### src/assert_macros.svh
// shared assertion macros, clocked on clk and disabled while arst_n is low
`ifndef ASSERT_MACROS_SVH
`define ASSERT_MACROS_SVH

// plain property check
`define ASSERT_CLK(label, prop, msg) \
	label: assert property (@(posedge clk) disable iff (!arst_n) (prop)) \
		else $error(msg);

// overlapping implication check
`define ASSERT_IMPLY(label, pre, post, msg) \
	`ASSERT_CLK(label, (pre) |-> (post), msg)

// next-cycle implication check
`define ASSERT_NEXT(label, pre, post, msg) \
	`ASSERT_CLK(label, (pre) |=> (post), msg)

`endif

### src/i2crm_pkg.sv
`default_nettype none

package i2crm_pkg;

	// field widths
	localparam int unsigned OP_W       = 2;
	localparam int unsigned BYTE_W     = 8;
	localparam int unsigned DEV_ADDR_W = 7;
	localparam int unsigned CFG_IDX_W  = 1;
	localparam int unsigned CFG_DATA_W = 8;

	// request codes
	localparam logic [OP_W-1:0] OP_TICK  = 2'd0;
	localparam logic [OP_W-1:0] OP_WRITE = 2'd1;
	localparam logic [OP_W-1:0] OP_READ  = 2'd2;

	// configuration register indexes
	localparam logic [CFG_IDX_W-1:0] CFG_DEVICE_ADDRESS = 1'b0;
	localparam logic [CFG_IDX_W-1:0] CFG_ACK_POLLS      = 1'b1;

	// configuration reset values
	localparam logic [DEV_ADDR_W-1:0] DEV_ADDR_RST  = 7'd19;
	localparam logic [BYTE_W-1:0]     ACK_POLLS_RST = 8'd3;

	// one quarter-bit tick with an optional request
	typedef struct packed {
		logic [OP_W-1:0]   op;
		logic [BYTE_W-1:0] reg_addr;
		logic [BYTE_W-1:0] wr_data;
		logic              sda_in;
	} cmd_t;

	// line levels and status after one tick
	typedef struct packed {
		logic              scl;
		logic              sda_low;
		logic              busy_res;
		logic              done_res;
		logic [BYTE_W-1:0] rd_data;
		logic              addr_nack;
		logic              any_nack;
	} rsp_t;

endpackage

`default_nettype wire

### src/i2c_register_master.sv
// channel  | valid      | stall      | payload
// ---------+------------+------------+-------------------------------
// command  | cmd_valid  | cmd_stall  | cmd  (op, reg_addr, wr_data, sda_in)
// response | rsp_valid  | rsp_stall  | rsp  (scl, sda_low, busy_res, ...)
// config   | cfg_we     | -          | cfg_index, cfg_data
//
// every command transaction yields exactly one response transaction
// path: command register, then sequencer step into the response register
// one transaction per cycle is sustained while rsp_stall stays low
// a stalled response holds the sequencer and back-pressures the command side
// arst_n clears the sequencer, latches and configuration to their reset values
`default_nettype none
`include "assert_macros.svh"

module i2c_register_master (
	input  wire logic                                clk,
	input  wire logic                                arst_n,
	input  wire logic                                cmd_valid,
	output logic                                     cmd_stall,
	input  wire i2crm_pkg::cmd_t                     cmd,
	output logic                                     rsp_valid,
	input  wire logic                                rsp_stall,
	output i2crm_pkg::rsp_t                          rsp,
	input  wire logic                                cfg_we,
	input  wire logic [i2crm_pkg::CFG_IDX_W-1:0]     cfg_index,
	input  wire logic [i2crm_pkg::CFG_DATA_W-1:0]    cfg_data
);
	import i2crm_pkg::*;

	typedef enum logic [3:0] {
		ST_IDLE,
		ST_START,
		ST_ADDR_W,
		ST_ACK_ADDR,
		ST_REG,
		ST_ACK_REG,
		ST_DATA,
		ST_ACK_DATA,
		ST_RESTART,
		ST_ADDR_R,
		ST_ACK_RD,
		ST_RX,
		ST_NACK_OUT,
		ST_STOP
	} step_t;

	// configuration
	logic [DEV_ADDR_W-1:0] dev_addr_q;
	logic [BYTE_W-1:0]     ack_polls_q;

	// command register
	logic cmd_valid_s1;
	cmd_t cmd_s1;

	// sequencer state
	step_t             step_q, step_n;
	logic [1:0]        qtr_q, qtr_n;
	logic [2:0]        bit_q, bit_n;
	logic [BYTE_W-1:0] tx_q, tx_n;
	logic [BYTE_W-1:0] rx_q, rx_n;
	logic [BYTE_W-1:0] reg_q, reg_n;
	logic [BYTE_W-1:0] data_q, data_n;
	logic              read_q, read_n;
	logic [BYTE_W-1:0] poll_q, poll_n;
	logic              addr_nack_q, addr_nack_n;
	logic              any_nack_q, any_nack_n;
	logic              scl_n, sdl_n, done_n;

	// response register
	logic rsp_valid_q;
	rsp_t rsp_q;

	logic adv;

	// handshake: the sequencer steps when a tick waits and the response slot frees up
	assign adv       = cmd_valid_s1 && (!rsp_valid_q || !rsp_stall);
	assign cmd_stall = cmd_valid_s1 && !adv;
	assign rsp_valid = rsp_valid_q;
	assign rsp       = rsp_q;

	// sequencer step for the tick in the command register
	always_comb begin
		step_t             cur;
		logic [1:0]        q;
		logic              mid;
		logic              first;
		logic [BYTE_W-1:0] rx_sh;
		logic [BYTE_W-1:0] poll_inc;

		step_n      = step_q;
		qtr_n       = qtr_q;
		bit_n       = bit_q;
		tx_n        = tx_q;
		rx_n        = rx_q;
		reg_n       = reg_q;
		data_n      = data_q;
		read_n      = read_q;
		poll_n      = poll_q;
		addr_nack_n = addr_nack_q;
		any_nack_n  = any_nack_q;
		scl_n       = 1'b1;
		sdl_n       = 1'b0;
		done_n      = 1'b0;
		cur         = step_q;
		q           = qtr_q;
		first       = 1'b0;
		rx_sh       = {tx_q[BYTE_W-2:0], cmd_s1.sda_in};
		poll_inc    = (poll_q == {BYTE_W{1'b1}}) ? poll_q : poll_q + BYTE_W'(1);

		// new request while idle: latch it and run the first start quarter now
		if (step_q == ST_IDLE && (cmd_s1.op == OP_WRITE || cmd_s1.op == OP_READ)) begin
			read_n      = (cmd_s1.op == OP_READ);
			reg_n       = cmd_s1.reg_addr;
			data_n      = cmd_s1.wr_data;
			addr_nack_n = 1'b0;
			any_nack_n  = 1'b0;
			cur         = ST_START;
			q           = 2'd0;
			step_n      = ST_START;
			qtr_n       = 2'd0;
			bit_n       = 3'd0;
			poll_n      = '0;
		end
		mid = (q == 2'd1) || (q == 2'd2);

		unique case (cur)
			ST_IDLE: begin
			end
			// start and repeated start conditions
			ST_START, ST_RESTART: begin
				first = (cur == ST_START);
				unique case (q)
					2'd0: begin
						scl_n = first;
						sdl_n = 1'b0;
					end
					2'd1: begin
						scl_n = 1'b1;
						sdl_n = first;
					end
					2'd2: begin
						scl_n = 1'b1;
						sdl_n = 1'b1;
					end
					default: begin
						scl_n = 1'b0;
						sdl_n = 1'b1;
					end
				endcase
				if (q == 2'd3) begin
					step_n = first ? ST_ADDR_W : ST_ADDR_R;
					qtr_n  = 2'd0;
					bit_n  = 3'd0;
					poll_n = '0;
					tx_n   = {dev_addr_q, !first};
				end else begin
					qtr_n = q + 2'd1;
				end
			end
			// byte out, msb first
			ST_ADDR_W, ST_REG, ST_DATA, ST_ADDR_R: begin
				scl_n = mid;
				sdl_n = !tx_q[BYTE_W-1];
				if (q == 2'd3) begin
					tx_n = {tx_q[BYTE_W-2:0], 1'b0};
					if (bit_q == 3'd7) begin
						unique case (cur)
							ST_ADDR_W: step_n = ST_ACK_ADDR;
							ST_REG:    step_n = ST_ACK_REG;
							ST_DATA:   step_n = ST_ACK_DATA;
							default:   step_n = ST_ACK_RD;
						endcase
						qtr_n  = 2'd0;
						bit_n  = 3'd0;
						poll_n = '0;
					end else begin
						bit_n = bit_q + 3'd1;
						qtr_n = 2'd0;
					end
				end else begin
					qtr_n = q + 2'd1;
				end
			end
			// acknowledge slot, polled while scl is high
			ST_ACK_ADDR, ST_ACK_REG, ST_ACK_DATA, ST_ACK_RD: begin
				scl_n = mid;
				sdl_n = 1'b0;
				if (q == 2'd2) begin
					if (!cmd_s1.sda_in) begin
						qtr_n = 2'd3;
					end else begin
						poll_n = poll_inc;
						if (poll_inc >= ack_polls_q) begin
							any_nack_n = 1'b1;
							if (cur == ST_ACK_ADDR) begin
								addr_nack_n = 1'b1;
							end
							qtr_n = 2'd3;
						end
					end
				end else if (q == 2'd3) begin
					qtr_n  = 2'd0;
					bit_n  = 3'd0;
					poll_n = '0;
					unique case (cur)
						ST_ACK_ADDR: begin
							step_n = ST_REG;
							tx_n   = reg_q;
						end
						ST_ACK_REG: begin
							if (read_q) begin
								step_n = ST_RESTART;
							end else begin
								step_n = ST_DATA;
								tx_n   = data_q;
							end
						end
						ST_ACK_DATA: step_n = ST_STOP;
						default: begin
							step_n = ST_RX;
							tx_n   = '0;
						end
					endcase
				end else begin
					qtr_n = q + 2'd1;
				end
			end
			// byte in, sampled in the second high quarter
			ST_RX: begin
				scl_n = mid;
				sdl_n = 1'b0;
				if (q == 2'd2) begin
					tx_n = rx_sh;
				end
				if (q == 2'd3) begin
					if (bit_q == 3'd7) begin
						rx_n   = tx_q;
						step_n = ST_NACK_OUT;
						qtr_n  = 2'd0;
						bit_n  = 3'd0;
						poll_n = '0;
					end else begin
						bit_n = bit_q + 3'd1;
						qtr_n = 2'd0;
					end
				end else begin
					qtr_n = q + 2'd1;
				end
			end
			// master nack after the received byte
			ST_NACK_OUT: begin
				scl_n = mid;
				sdl_n = 1'b0;
				if (q == 2'd3) begin
					step_n = ST_STOP;
					qtr_n  = 2'd0;
					bit_n  = 3'd0;
					poll_n = '0;
				end else begin
					qtr_n = q + 2'd1;
				end
			end
			// stop condition
			ST_STOP: begin
				if (q == 2'd0) begin
					scl_n = 1'b0;
					sdl_n = 1'b1;
				end else if (q == 2'd3) begin
					scl_n  = 1'b1;
					sdl_n  = 1'b0;
					done_n = 1'b1;
				end else begin
					scl_n = 1'b1;
					sdl_n = 1'b1;
				end
				if (q == 2'd3) begin
					step_n = ST_IDLE;
					qtr_n  = 2'd0;
					bit_n  = 3'd0;
					poll_n = '0;
				end else begin
					qtr_n = q + 2'd1;
				end
			end
			// unused step codes fall back to idle with lines released
			default: begin
				step_n = ST_IDLE;
				qtr_n  = 2'd0;
				bit_n  = 3'd0;
				poll_n = '0;
			end
		endcase
	end

	// registers: configuration, command stage, sequencer and response
	always_ff @(posedge clk or negedge arst_n) begin
		if (!arst_n) begin
			dev_addr_q   <= DEV_ADDR_RST;
			ack_polls_q  <= ACK_POLLS_RST;
			cmd_valid_s1 <= 1'b0;
			cmd_s1       <= '0;
			step_q       <= ST_IDLE;
			qtr_q        <= 2'd0;
			bit_q        <= 3'd0;
			tx_q         <= '0;
			rx_q         <= '0;
			reg_q        <= '0;
			data_q       <= '0;
			read_q       <= 1'b0;
			poll_q       <= '0;
			addr_nack_q  <= 1'b0;
			any_nack_q   <= 1'b0;
			rsp_valid_q  <= 1'b0;
			rsp_q        <= '0;
		end else begin
			if (cfg_we) begin
				unique case (cfg_index)
					CFG_DEVICE_ADDRESS: dev_addr_q  <= cfg_data[DEV_ADDR_W-1:0];
					CFG_ACK_POLLS:      ack_polls_q <= cfg_data[BYTE_W-1:0];
					default: begin
					end
				endcase
			end
			if (cmd_valid && !cmd_stall) begin
				cmd_s1 <= cmd;
			end
			cmd_valid_s1 <= (cmd_valid && !cmd_stall) || (cmd_valid_s1 && !adv);
			if (adv) begin
				step_q            <= step_n;
				qtr_q             <= qtr_n;
				bit_q             <= bit_n;
				tx_q              <= tx_n;
				rx_q              <= rx_n;
				reg_q             <= reg_n;
				data_q            <= data_n;
				read_q            <= read_n;
				poll_q            <= poll_n;
				addr_nack_q       <= addr_nack_n;
				any_nack_q        <= any_nack_n;
				rsp_q.scl         <= scl_n;
				rsp_q.sda_low     <= sdl_n;
				rsp_q.busy_res    <= (step_n != ST_IDLE);
				rsp_q.done_res    <= done_n;
				rsp_q.rd_data     <= rx_n;
				rsp_q.addr_nack   <= addr_nack_n;
				rsp_q.any_nack    <= any_nack_n;
			end
			rsp_valid_q <= adv || (rsp_valid_q && rsp_stall);
		end
	end

	// assertions
	`ASSERT_NEXT(a_stop_to_idle, adv && step_q == ST_STOP && qtr_q == 2'd3,
		step_q == ST_IDLE, "stop did not return the sequencer to idle")
	`ASSERT_IMPLY(a_idle_clean, step_q == ST_IDLE,
		qtr_q == 2'd0 && bit_q == 3'd0, "idle sequencer holds stale counters")
	`ASSERT_IMPLY(a_poll_in_ack, !(step_q == ST_ACK_ADDR || step_q == ST_ACK_REG ||
		step_q == ST_ACK_DATA || step_q == ST_ACK_RD), poll_q == '0,
		"poll count left over outside an acknowledge slot")
	`ASSERT_IMPLY(a_done_not_busy, rsp_valid_q && rsp_q.done_res,
		!rsp_q.busy_res, "done reported while still busy")

endmodule

`default_nettype wire

### config.mk
export PLATFORM = sky130hd
export DESIGN_NAME = i2c_register_master
export DESIGN_NICKNAME = d
export VERILOG_FILES = /design/src/i2crm_pkg.sv /design/src/i2c_register_master.sv
export VERILOG_INCLUDE_DIRS = /design/src /design/src/src
export SDC_FILE = /design/constraint.sdc
export NUM_CORES = 1
export LEC_CHECK = 0
export BUFFER_PORTS_ARGS = -buffer_cell sky130_fd_sc_hd__buf_2
export CAP_MARGIN = 20
export CORE_MARGIN = 2
export CORE_UTILIZATION = 45
export DETAILED_ROUTE_END_ITERATION = 8
export PLACE_DENSITY_LB_ADDON = 0.05
export SETUP_SLACK_MARGIN = 0.02
export SLEW_MARGIN = 20
export SYNTH_ARGS = -nofsm -noshare
export SYNTH_HDL_FRONTEND = slang
export SYNTH_SLANG_ARGS = --single-unit
### constraint.sdc
create_clock -name clk -period 3.2 [get_ports clk]
set_clock_uncertainty 0.1 [all_clocks]
set_input_delay 0.48 -clock clk [delete_from_list [all_inputs] [get_ports clk]]
set_output_delay 0.48 -clock clk [all_outputs]
set_load 0.01 [all_outputs]
==> impl_metrics.csv, run 1 <==
group,metric,value,unit
synth,yosysWarningCount,0,
synth,synth_area_leaders,"dfrtp_1 (42%), mux2_2 (13%), ha_1 (4.1%)",
sta,slew_violations,0,
worst_setup_path,required,3.34,ns
placed_design,place_hpwl,8.738,mm
worst_setup_path,path_delay_family,"simple AND/OR/NAND/NOR gates",
detailed_routing,first_pass_iters,5,
grt,grt_antenna_before_repair,0,
run_status,outcome,"finished clean",
pwr,p_leak,2.665,nW
floorplan,core,10980,µm²
finish,fillers,962,
floorplan,die_y,110.8,µm
placed_design,gp_congestion,0.8778,
grt,grt_pass1_vias,3924,
sta,fin_hold_ws,0.07880,ns
synth,ys_seq_elements,92,
grt,grt_overflow_total,0,
clock_tree,h-tree-depth,3,
min_path,hold_class,"input port to asynchronous set/reset pin",
sta,setup-tns-final,0,ns
pwr,power.density,809.7,nW/µm²
synth,postSynthCellCount,479,
synth,synth.avg_cell_area,10.71,µm²
clock_tree,cts.path.max_buffers,2,
placed_design,dp.cells,661,
pwr,ir_drop,506.2,µV
sta,period_share,0.9300,
synth,yosys-top-cells-count,"dfrtp_1 (87), mux2_2 (61), o21ai_0 (31)",
synth,yosysSeqAreaShare,0.4501,
finish,syn_to_final_growth,14.93,%
sta,rsz0062_at_grt,"no",
worst_setup_path,start_kind,"register",
finish,final_nets,582,
worst_setup_path,critPathKind,"register to register",
worst_setup_path,path_cells,"nor2_1 > nand3_1 > nand2_1 > inv_1 > ha_1 > nand2b_1 > a222oi_1 > o21ai_0 > a22o_1",
clock_tree,clk_pin_slew,0.07,ns
clock_tree,numCtsBuffers,9,
finish,drive_above_1_share,0.3147,
placed_design,pre_cts_ws,0.1476,ns
finish,layout.cells.non_filler,677,
worst_setup_path,end_kind,"register",
synth,synthArstFlopShare,1.000,
detailed_routing,drt_first_iter_violations,261,
grt,grt_pass1_wl,20.61,mm
sta,fmax,336.0,MHz
clock_tree,clock_sinks,92,
worst_setup_path,critical_path.max_stage_delay,0.38,ns
floorplan,initial_core_util,0.4670,
synth,synthesis.area,5129,µm²
detailed_routing,wl_per_cell,18.37,µm
detailed_routing,vias_per_cell,5.805,
clock_tree,post_cts_buffers,0,
synth,synth_ff_type,"dfrtp_1",
placed_design,port_buffers,48,
detailed_routing,wl,12.44,mm
synth,yosys.area.top_type,"dfrtp_1",
finish,seqCellArea,2310,µm²
detailed_routing,antenna_left,0,
synth,synth_most_common_cell,"dfrtp_1",
clock_tree,ctsHoldBuffers,0,
worst_setup_path,crit_slowest_cell,"dfrtp_1",
floorplan,num_rows,38,
sta,slew_headroom,0.4772,
synth,ys_types,71,
grt,grt_max_degree,56,
synth,synth_edf_count,0,
sta,worstMarginPinSlew,0.7824,ns
finish,multi_input_area,2564,µm²
sta,period_minus_slack,2.976,ns
clock_tree,clkLatencyLatePin,0.35,ns
finish,diodes,0,
pwr,p_total,0.004772,W
clock_tree,cts_resized,0,
sta,hold_viol,0,
sta,setup_ws,0.2239,ns
worst_setup_path,crit_buf_inv,1,
worst_setup_path,cp_max_fo,7,
sta,finalSetupViolCount,0,
detailed_routing,drcViolationCount,0,
clock_tree,cts_tree,"done",
worst_setup_path,arrival,3.12,ns
synth,synth_top_area_frac,0.4245,
grt,grt.total_usage,0.2100,
clock_tree,cts_root_buf,"clkbuf_16",
synth,syn_nets,529,
detailed_routing,via_count,3930,
job,maxCapViolCount,0,
floorplan,die_w,110.8,µm
floorplan,ioPinCount,49,
floorplan,dieArea,12270,µm²
[metal layers]
layer | routed length, µm | track usage | vias up | share of wire
li1 | - | - | 1876 | -
met1 | 5697 | 0.2953 | 1901 | 0.46
met2 | 5782 | 0.3256 | 133 | 0.46
met3 | 727 | 0.04155 | 20 | 0.058
met4 | 228 | 0.07083 | 0 | 0.018
met5 | 0 | 0 | - | 0
[cells by family (layout without fill, tap and decap cells)]
logic type	Yosys count	in the layout	synth area share
multiplexers	71	71	0.1537
buffers and inverters	57	115	0.05123
AO/OA/AOI/OAI	129	129	0.1752
adder cells (fa/ha/maj)	17	17	0.04147
AND/OR/NAND/NOR	108	108	0.1198
flip-flops	92	92	0.4501
XOR/XNOR	5	5	0.008538
[cell type report]
class                      instances  share of cell area
inverter                          29             0.01847
timing repair buffer              70             0.07132
clock buffer                      10             0.04054
sequential                        92              0.3918
multi-input combinational        330              0.4349
tap                              140             0.02972
clock inverter                     6             0.01316
[where the power goes]
group	leakage [nW]	internal [W]	total [W]	switching [W]
Clock	0.154	0.000644	0.00115	0.000503
Sequential	1.14	0.00144	0.00162	0.000178
Combinational	1.37	0.000850	0.00200	0.00115
Total	2.66	0.00294	0.00477	0.00183
[sequential cells by signal, indices dropped and copies added (netlist names), 7 cells and up]
name	flops
poll_q	8
dev_addr_q	7
tx_q	8
reg_q	8
ack_polls_q	8
cmd_s1	19
rsp	13
data_q	8
[worst paths after layout]
path                              start            end  slack (ns)  cells after the start
min                              arst_n      poll_q[7]        0.08                      1
min reg2reg                cmd_valid_s1      rsp_valid        0.38                      1
max reg2reg                   step_q[0]       bit_q[0]        0.22                      9
max                           step_q[0]       bit_q[0]        0.22                      9
max in group asynchronous        arst_n  dev_addr_q[0]        2.20                      2
min in group clk              cmd_valid   cmd_valid_s1        0.23                      2
[through the flow]
| stage | area, µm² | utilization |
|---|---|---|
| final | 5894 | 0.5367 |
| after floorplan | 5129 | - |
| after global placement | 5570 | 0.5072 |
| after detailed placement | 5570 | 0.5072 |
| after global routing | 5894 | 0.5367 |
| after CTS | 5887 | 0.5360 |
[placed cells by master (no fill, tap or decap), types with 4 or more instances in the layout]
| master | n |
|---|---|
| buf_4 | 22 |
| nand4_1 | 4 |
| mux2i_1 | 9 |
| nor2_1 | 15 |
| a21oi_1 | 25 |
| nor2b_1 | 8 |
| nand2_1 | 30 |
| dfrtp_1 | 86 |
| a22o_1 | 11 |
| xnor2_1 | 5 |
| ha_1 | 16 |
| nor3_1 | 7 |
| mux2_2 | 61 |
| a222oi_1 | 9 |
| a31oi_1 | 9 |
| nand2b_1 | 7 |
| o21ai_0 | 31 |
| inv_1 | 28 |
| clkbuf_16 | 9 |
| dfstp_2 | 5 |
| nand3_1 | 11 |
| buf_2 | 47 |
| nor3b_1 | 5 |
| a21o_1 | 5 |
(Power assumes the default switching activity.)
==> inputs of run 2 (changes only) <==
Settings changed: ABC_AREA from default to 1.
==> impl_metrics.csv, run 2 <==
group,metric,value,unit
clock_tree,clock_sinks,92,
floorplan,core,10980,µm²
synth,synth_top_family_by_area,"simple AND/OR/NAND/NOR gates",
sta,slew_headroom,0.6322,
floorplan,die_w,110.8,µm
sta,period_minus_slack,2.779,ns
placed_design,gp_congestion,0.8730,
pwr,ir_drop,338.7,µV
worst_setup_path,cp_max_fo,9,
clock_tree,clkLatencyLatePin,0.34,ns
detailed_routing,drcViolationCount,0,
sta,period_share,0.8685,
grt,grt_max_degree,52,
synth,yosys-top-cells-count,"nand2_1 (204), dfrtp_1 (87), inv_1 (71)",
worst_setup_path,crit_buf_inv,2,
synth,synth_top_area_frac,0.4245,
finish,final_cell_mix,"nand2_1 (204), dfrtp_1 (87), inv_1 (71)",
detailed_routing,via_count,4258,
clock_tree,cts_tree,"done",
sta,hold_viol,0,
synth,synth_edf_count,0,
detailed_routing,drt_first_iter_violations,209,
clock_tree,h-tree-depth,3,
synth,yosysSeqAreaShare,0.4501,
grt,grt_pass1_vias,4304,
placed_design,place_hpwl,9.111,mm
synth,synth.avg_cell_area,7.878,µm²
sta,fin_hold_ws,0.02763,ns
clock_tree,cts_resized,0,
detailed_routing,wl,12.06,mm
synth,synth_area_leaders,"dfrtp_1 (42%), nand2_1 (15%), inv_1 (5.2%)",
sta,fmax,359.8,MHz
grt,grt_overflow_total,0,
finish,final_nets,746,
synth,synth_most_common_cell,"nand2_1",
synth,yosys.area_share.xor_xnor,0.008539,
detailed_routing,antenna_left,0,
placed_design,port_buffers,48,
floorplan,dieArea,12270,µm²
synth,syn_nets,701,
finish,syn_to_final_growth,13.10,%
synth,ys_types,42,
worst_setup_path,end_kind,"register",
sta,finalSetupViolCount,0,
worst_setup_path,critical_path.max_stage_delay,0.64,ns
detailed_routing,wl_per_cell,14.34,µm
clock_tree,post_cts_buffers,0,
grt,grt.total_usage,0.2129,
synth,synth_compound_area_frac,0.1273,
grt,grt_pass1_wl,21.15,mm
synth,synthesis.area,5129,µm²
worst_setup_path,crit_slowest_cell,"dfrtp_1",
clock_tree,ctsHoldBuffers,0,
sta,worstMarginPinSlew,0.5516,ns
worst_setup_path,start_kind,"register",
floorplan,ioPinCount,49,
worst_setup_path,cp_common_cell,"nand2_1",
clock_tree,cts_root_buf,"clkbuf_16",
floorplan,die_y,110.8,µm
worst_setup_path,path_cells,"inv_2 > nand3_2 > nand2_1 > inv_1 > ha_1 > nand2_1 > nor2_1 > nand2_1 > mux2_2",
worst_setup_path,critPathKind,"register to register",
synth,ys_seq_elements,92,
synth,postSynthCellCount,651,
clock_tree,clk_pin_slew,0.06,ns
synth,synth_ff_type,"dfrtp_1",
sta,setup-tns-final,0,ns
pwr,p_leak,3.169,nW
sta,rsz0062_at_grt,"no",
detailed_routing,vias_per_cell,5.063,
pwr,power.density,729.7,nW/µm²
finish,drive_above_1_share,0.1797,
synth,yosysWarningCount,0,
detailed_routing,first_pass_iters,5,
finish,diodes,0,
min_path,hold_class,"input port to asynchronous set/reset pin",
finish,regMostFlops,"cmd_s1",
synth,yosys.area.top_type,"dfrtp_1",
clock_tree,numCtsBuffers,9,
synth,synth_mux_area_frac,0.02196,
floorplan,num_rows,38,
clock_tree,cts.path.max_buffers,2,
synth,synthArstFlopShare,1.000,
job,maxCapViolCount,0,
worst_setup_path,path_delay_family,"simple AND/OR/NAND/NOR gates",
worst_setup_path,arrival,2.91,ns
grt,grt_antenna_before_repair,0,
worst_setup_path,required,3.33,ns
finish,final_common_cell,"nand2_1",
floorplan,initial_core_util,0.4670,
sta,slew_violations,0,
finish,largest_register_ffs,19,
synth,synthAdderAreaFrac,0.04147,
synth,yosys.area_share.simple,0.2676,
run_status,outcome,"finished clean",
-- run 2: cell count changes in the layout (fill, tap and decap cells not counted), sizes merged, moves of 7 or more --
| cell | before | now |
|---|---|---|
| inv | 33 | 79 |
| nor2 | 16 | 52 |
| buf | 70 | 57 |
| nand2 | 30 | 209 |
| mux2i | 9 | 0 |
| nand3 | 12 | 34 |
| a22o | 11 | 0 |
| o21ai | 32 | 61 |
| mux2 | 62 | 10 |
| a31oi | 9 | 1 |
| nor2b | 8 | 0 |
| a222oi | 9 | 0 |
| nand2b | 7 | 0 |
-- run 2: worst paths after layout --
kind,start,endpoint,slack [ns],cells past startpoint
setup / recovery,step_q[0],rsp[6],0.42,9
min in group clk,cmd_valid,cmd_valid_s1,0.26,2
max in group asynchronous,arst_n,dev_addr_q[1],2.24,2
hold / removal,arst_n,step_q[2],0.03,1
hold reg to reg,rsp[10],rsp[10],0.37,2
setup reg to reg,step_q[0],rsp[6],0.42,9
-- run 2: through the flow --
| step | util | cell area, µm² | setup WS (ns) | instances | power [W] |
|---|---|---|---|---|---|
| final | 0.5281 | 5801 | 0.4208 | 841 | 0.004233 |
| after CTS | 0.5281 | 5801 | 0.4044 | 841 | 0.004282 |
| after global routing | 0.5281 | 5801 | 0.1614 | 841 | 0.004575 |
| after floorplan | - | 5129 | 0.6367 | 651 | 0.002778 |
| after global placement | 0.5014 | 5507 | 0.4603 | 825 | 0.003180 |
| after detailed placement | 0.5014 | 5507 | 0.4309 | 825 | 0.003204 |
-- run 2: cell type report --
cell class,instances,area (µm²)
sequential,92,2308
timing repair buffer,57,322.8
inverter,79,301.5
clock inverter,6,65.06
multi-input combinational,457,2399
clock buffer,10,229.0
tap,140,175.2
fill,1095,5182
-- run 2: kinds of logic after synthesis --
group / after synthesis
xor+xnor: 5
mux: 10
fa+ha+maj: 17
flops: 92
compound gates: 114
buf+inv: 102
simple gates: 311
-- run 2: layer usage --
| metal | GRT usage | up-vias | wire, µm |
|---|---|---|---|
| met3 | 0.03007 | 8 | 391 |
| met5 | 0 | - | 0 |
| met2 | 0.3505 | 83 | 5784 |
| li1 | - | 2183 | - |
| met4 | 0.07417 | 0 | 138 |
| met1 | 0.2888 | 1984 | 5748 |
-- run 2: worst register-to-register path: cells and delay by family, from the launching register on --
family                     cells  cell delay (ns)
adders and majority gates      1             0.36
muxes                          1             0.36
and+or+nand+nor                5             0.90
DFF                            1             0.64
buffers and inverters          2             0.31
-- run 2: report_power, final --
part	internal [W]	switching, W	total [W]	leakage [nW]
combinational	0.000516	0.00102	0.00154	1.89
clock	0.000605	0.000451	0.00106	0.142
sequential	0.00144	0.000200	0.00164	1.14
total	0.00256	0.00168	0.00423	3.17
==> inputs of run 3 (changes only) <==
Settings changed: PLACE_DENSITY_LB_ADDON 0.05 to default.
==> impl_metrics.csv, run 3 (synthesis gave the netlist of run 2 again) <==
group,metric,value,unit
pwr,power_frac_clock,0.248,
finish,final_common_cell,"nand2_1",
detailed_routing,first_pass_iters,7,
sta,finalSetupViolCount,0,
placed_design,port_buffers,48,
worst_setup_path,cp_common_cell,"nand2_1",
pwr,power_frac_comb,0.371,
floorplan,dieArea,12270,µm²
worst_setup_path,end_kind,"register",
sta,period_share,0.8645,
floorplan,die_y,110.8,µm
sta,rsz0062_at_grt,"no",
clock_tree,post_cts_buffers,0,
worst_setup_path,path_delay_family,"simple AND/OR/NAND/NOR gates",
finish,diodes,0,
floorplan,num_rows,38,
worst_setup_path,worstSetupStartpoint,"cmd_s1[17]",
clock_tree,cts_tree,"done",
finish,final_core_util,0.5273,
clock_tree,clkLatencyLatePin,0.35,ns
sta,setup-tns-final,0,ns
finish,largest_register_ffs,19,
pwr,netSwitchingFraction,0.4053,
detailed_routing,vias_per_cell,5.133,
clock_tree,numCtsBuffers,9,
finish,regMostFlops,"cmd_s1",
detailed_routing,drcViolationCount,0,
clock_tree,h-tree-depth,3,
finish,layout.cells.non_filler,841,
floorplan,ioPinCount,49,
finish,final_nets,746,
grt,grt_overflow_total,0,
sta,slew_violations,0,
worst_setup_path,rrSetupSlack,0.43,ns
worst_setup_path,crit_cells,11,
sta,worstMarginPinSlew,0.8740,ns
worst_setup_path,start_kind,"register",
floorplan,initial_core_util,0.4670,
worst_setup_path,path_cells,"inv_1 > ha_1 > nor2_1 > nand3_2 > nand2_1 > inv_1 > ha_1 > nand2_1 > nor2_1 > nand2_1 > mux2_2",
detailed_routing,wl,12.02,mm
worst_setup_path,critical_path.max_stage_delay,0.39,ns
detailed_routing,wl_per_cell,14.29,µm
worst_setup_path,r2r_cells,11,
finish,fillers,1064,
detailed_routing,antenna_left,0,
worst_setup_path,required,3.34,ns
floorplan,die_w,110.8,µm
finish,drive_above_1_share,0.1797,
sta,fmax,361.5,MHz
clock_tree,cts_root_buf,"clkbuf_16",
clock_tree,cts.path.max_buffers,2,
clock_tree,clock_sinks,92,
worst_setup_path,cp_max_fo,9,
clock_tree,ctsHoldBuffers,0,
finish,final_cell_mix,"nand2_1 (204), dfrtp_1 (87), inv_1 (71)",
sta,slew_headroom,0.4167,
worst_setup_path,r2r-start,"cmd_s1[17]",
grt,grt_max_degree,50,
grt,grt.total_usage,0.2057,
pwr,ir_drop,415.5,µV
sta,fin_hold_ws,0.06350,ns
clock_tree,cts_resized,0,
worst_setup_path,crit_path_end,"rsp[6]",
job,maxCapViolCount,0,
worst_setup_path,critPathKind,"register to register",
worst_setup_path,crit_slowest_cell,"mux2_2",
placed_design,dp.cells,825,
sta,hold_viol,0,
grt,grt_pass1_wl,20.36,mm
placed_design,place_hpwl,8.912,mm
pwr,p_sw,0.001716,W
finish,fin_area,5792,µm²
worst_setup_path,arrival,2.90,ns
worst_setup_path,rr_endpoint,"rsp[6]",
clock_tree,clk_pin_slew,0.07,ns
pwr,internal_power,0.002517,W
finish,syn_to_final_growth,12.93,%
detailed_routing,drt_first_iter_violations,252,
grt,grt_pass1_vias,4211,
run_status,outcome,"finished clean",
pwr,p_leak,3.165,nW
placed_design,gp_congestion,0.9462,
min_path,hold_class,"input port to asynchronous set/reset pin",
floorplan,core,10980,µm²
placed_design,place_area,5507,µm²
pwr,seqPwrFrac,0.381,
sta,period_minus_slack,2.766,ns
grt,grt_antenna_before_repair,0,
detailed_routing,via_count,4317,
worst_setup_path,crit_buf_inv,2,
pwr,power.density,730.9,nW/µm²
==> run 3: cell count changes in the layout (fill, tap and decap cells not counted), sizes merged <==
cell / before / now
clkinv: 4 / 0
inv: 79 / 83
bufinv: 1 / 0
clkbuf: 10 / 11
==> run 3: power by group through the flow <==
stage / logic [W] / clock network (W) / registers, W
finish: 0.00157 / 0.00105 / 0.00161
floorplan: 0.00119 / 0 / 0.00159
global placement: 0.00156 / 0 / 0.00163
global route: 0.00180 / 0.00112 / 0.00165
detailed placement: 0.00157 / 0 / 0.00163
CTS: 0.00158 / 0.00107 / 0.00161
==> run 3: how the worst min path moves through the flow <==
stage,start,endpoint,slack [ns],cells after the start
final,arst_n,rsp_valid,0.06,1
after global routing,arst_n,step_q[0],0.12,1
after CTS,arst_n,step_q[0],0.1,1
after detailed placement,tx_q[7],tx_q[7],0.37,2
after global placement,rsp[10],rsp[10],0.36,2
after floorplan,arst_n,ack_polls_q[2],0.08,0
==> run 3: cell type report <==
cell class                 count  area, µm²  area share
clock buffer                  11      242.7     0.04191
clock inverter                 5      42.54    0.007345
inverter                      79      301.5     0.05206
multi-input combinational    457       2399      0.4141
sequential                    92       2308      0.3986
tap                          140      175.2     0.03024
timing repair buffer          57      322.8     0.05574
==> run 3: per-stage QoR <==
stage               worst slack (ns)  total power (W)
finish                        0.4335         0.004233
global route                 0.09517         0.004569
CTS                           0.4281         0.004265
detailed placement            0.4508         0.003208
global placement              0.5041         0.003190
floorplan                     0.6367         0.002778
==> run 3: routing by layer <==
metal / GRT usage / up-vias / share of wire
met3: 0.02843 / 29 / 0.039
met1: 0.2818 / 1996 / 0.46
met5: 0 / - / 0
met4: 0.09917 / 0 / 0.032
li1: - / 2185 / -
met2: 0.3223 / 107 / 0.46
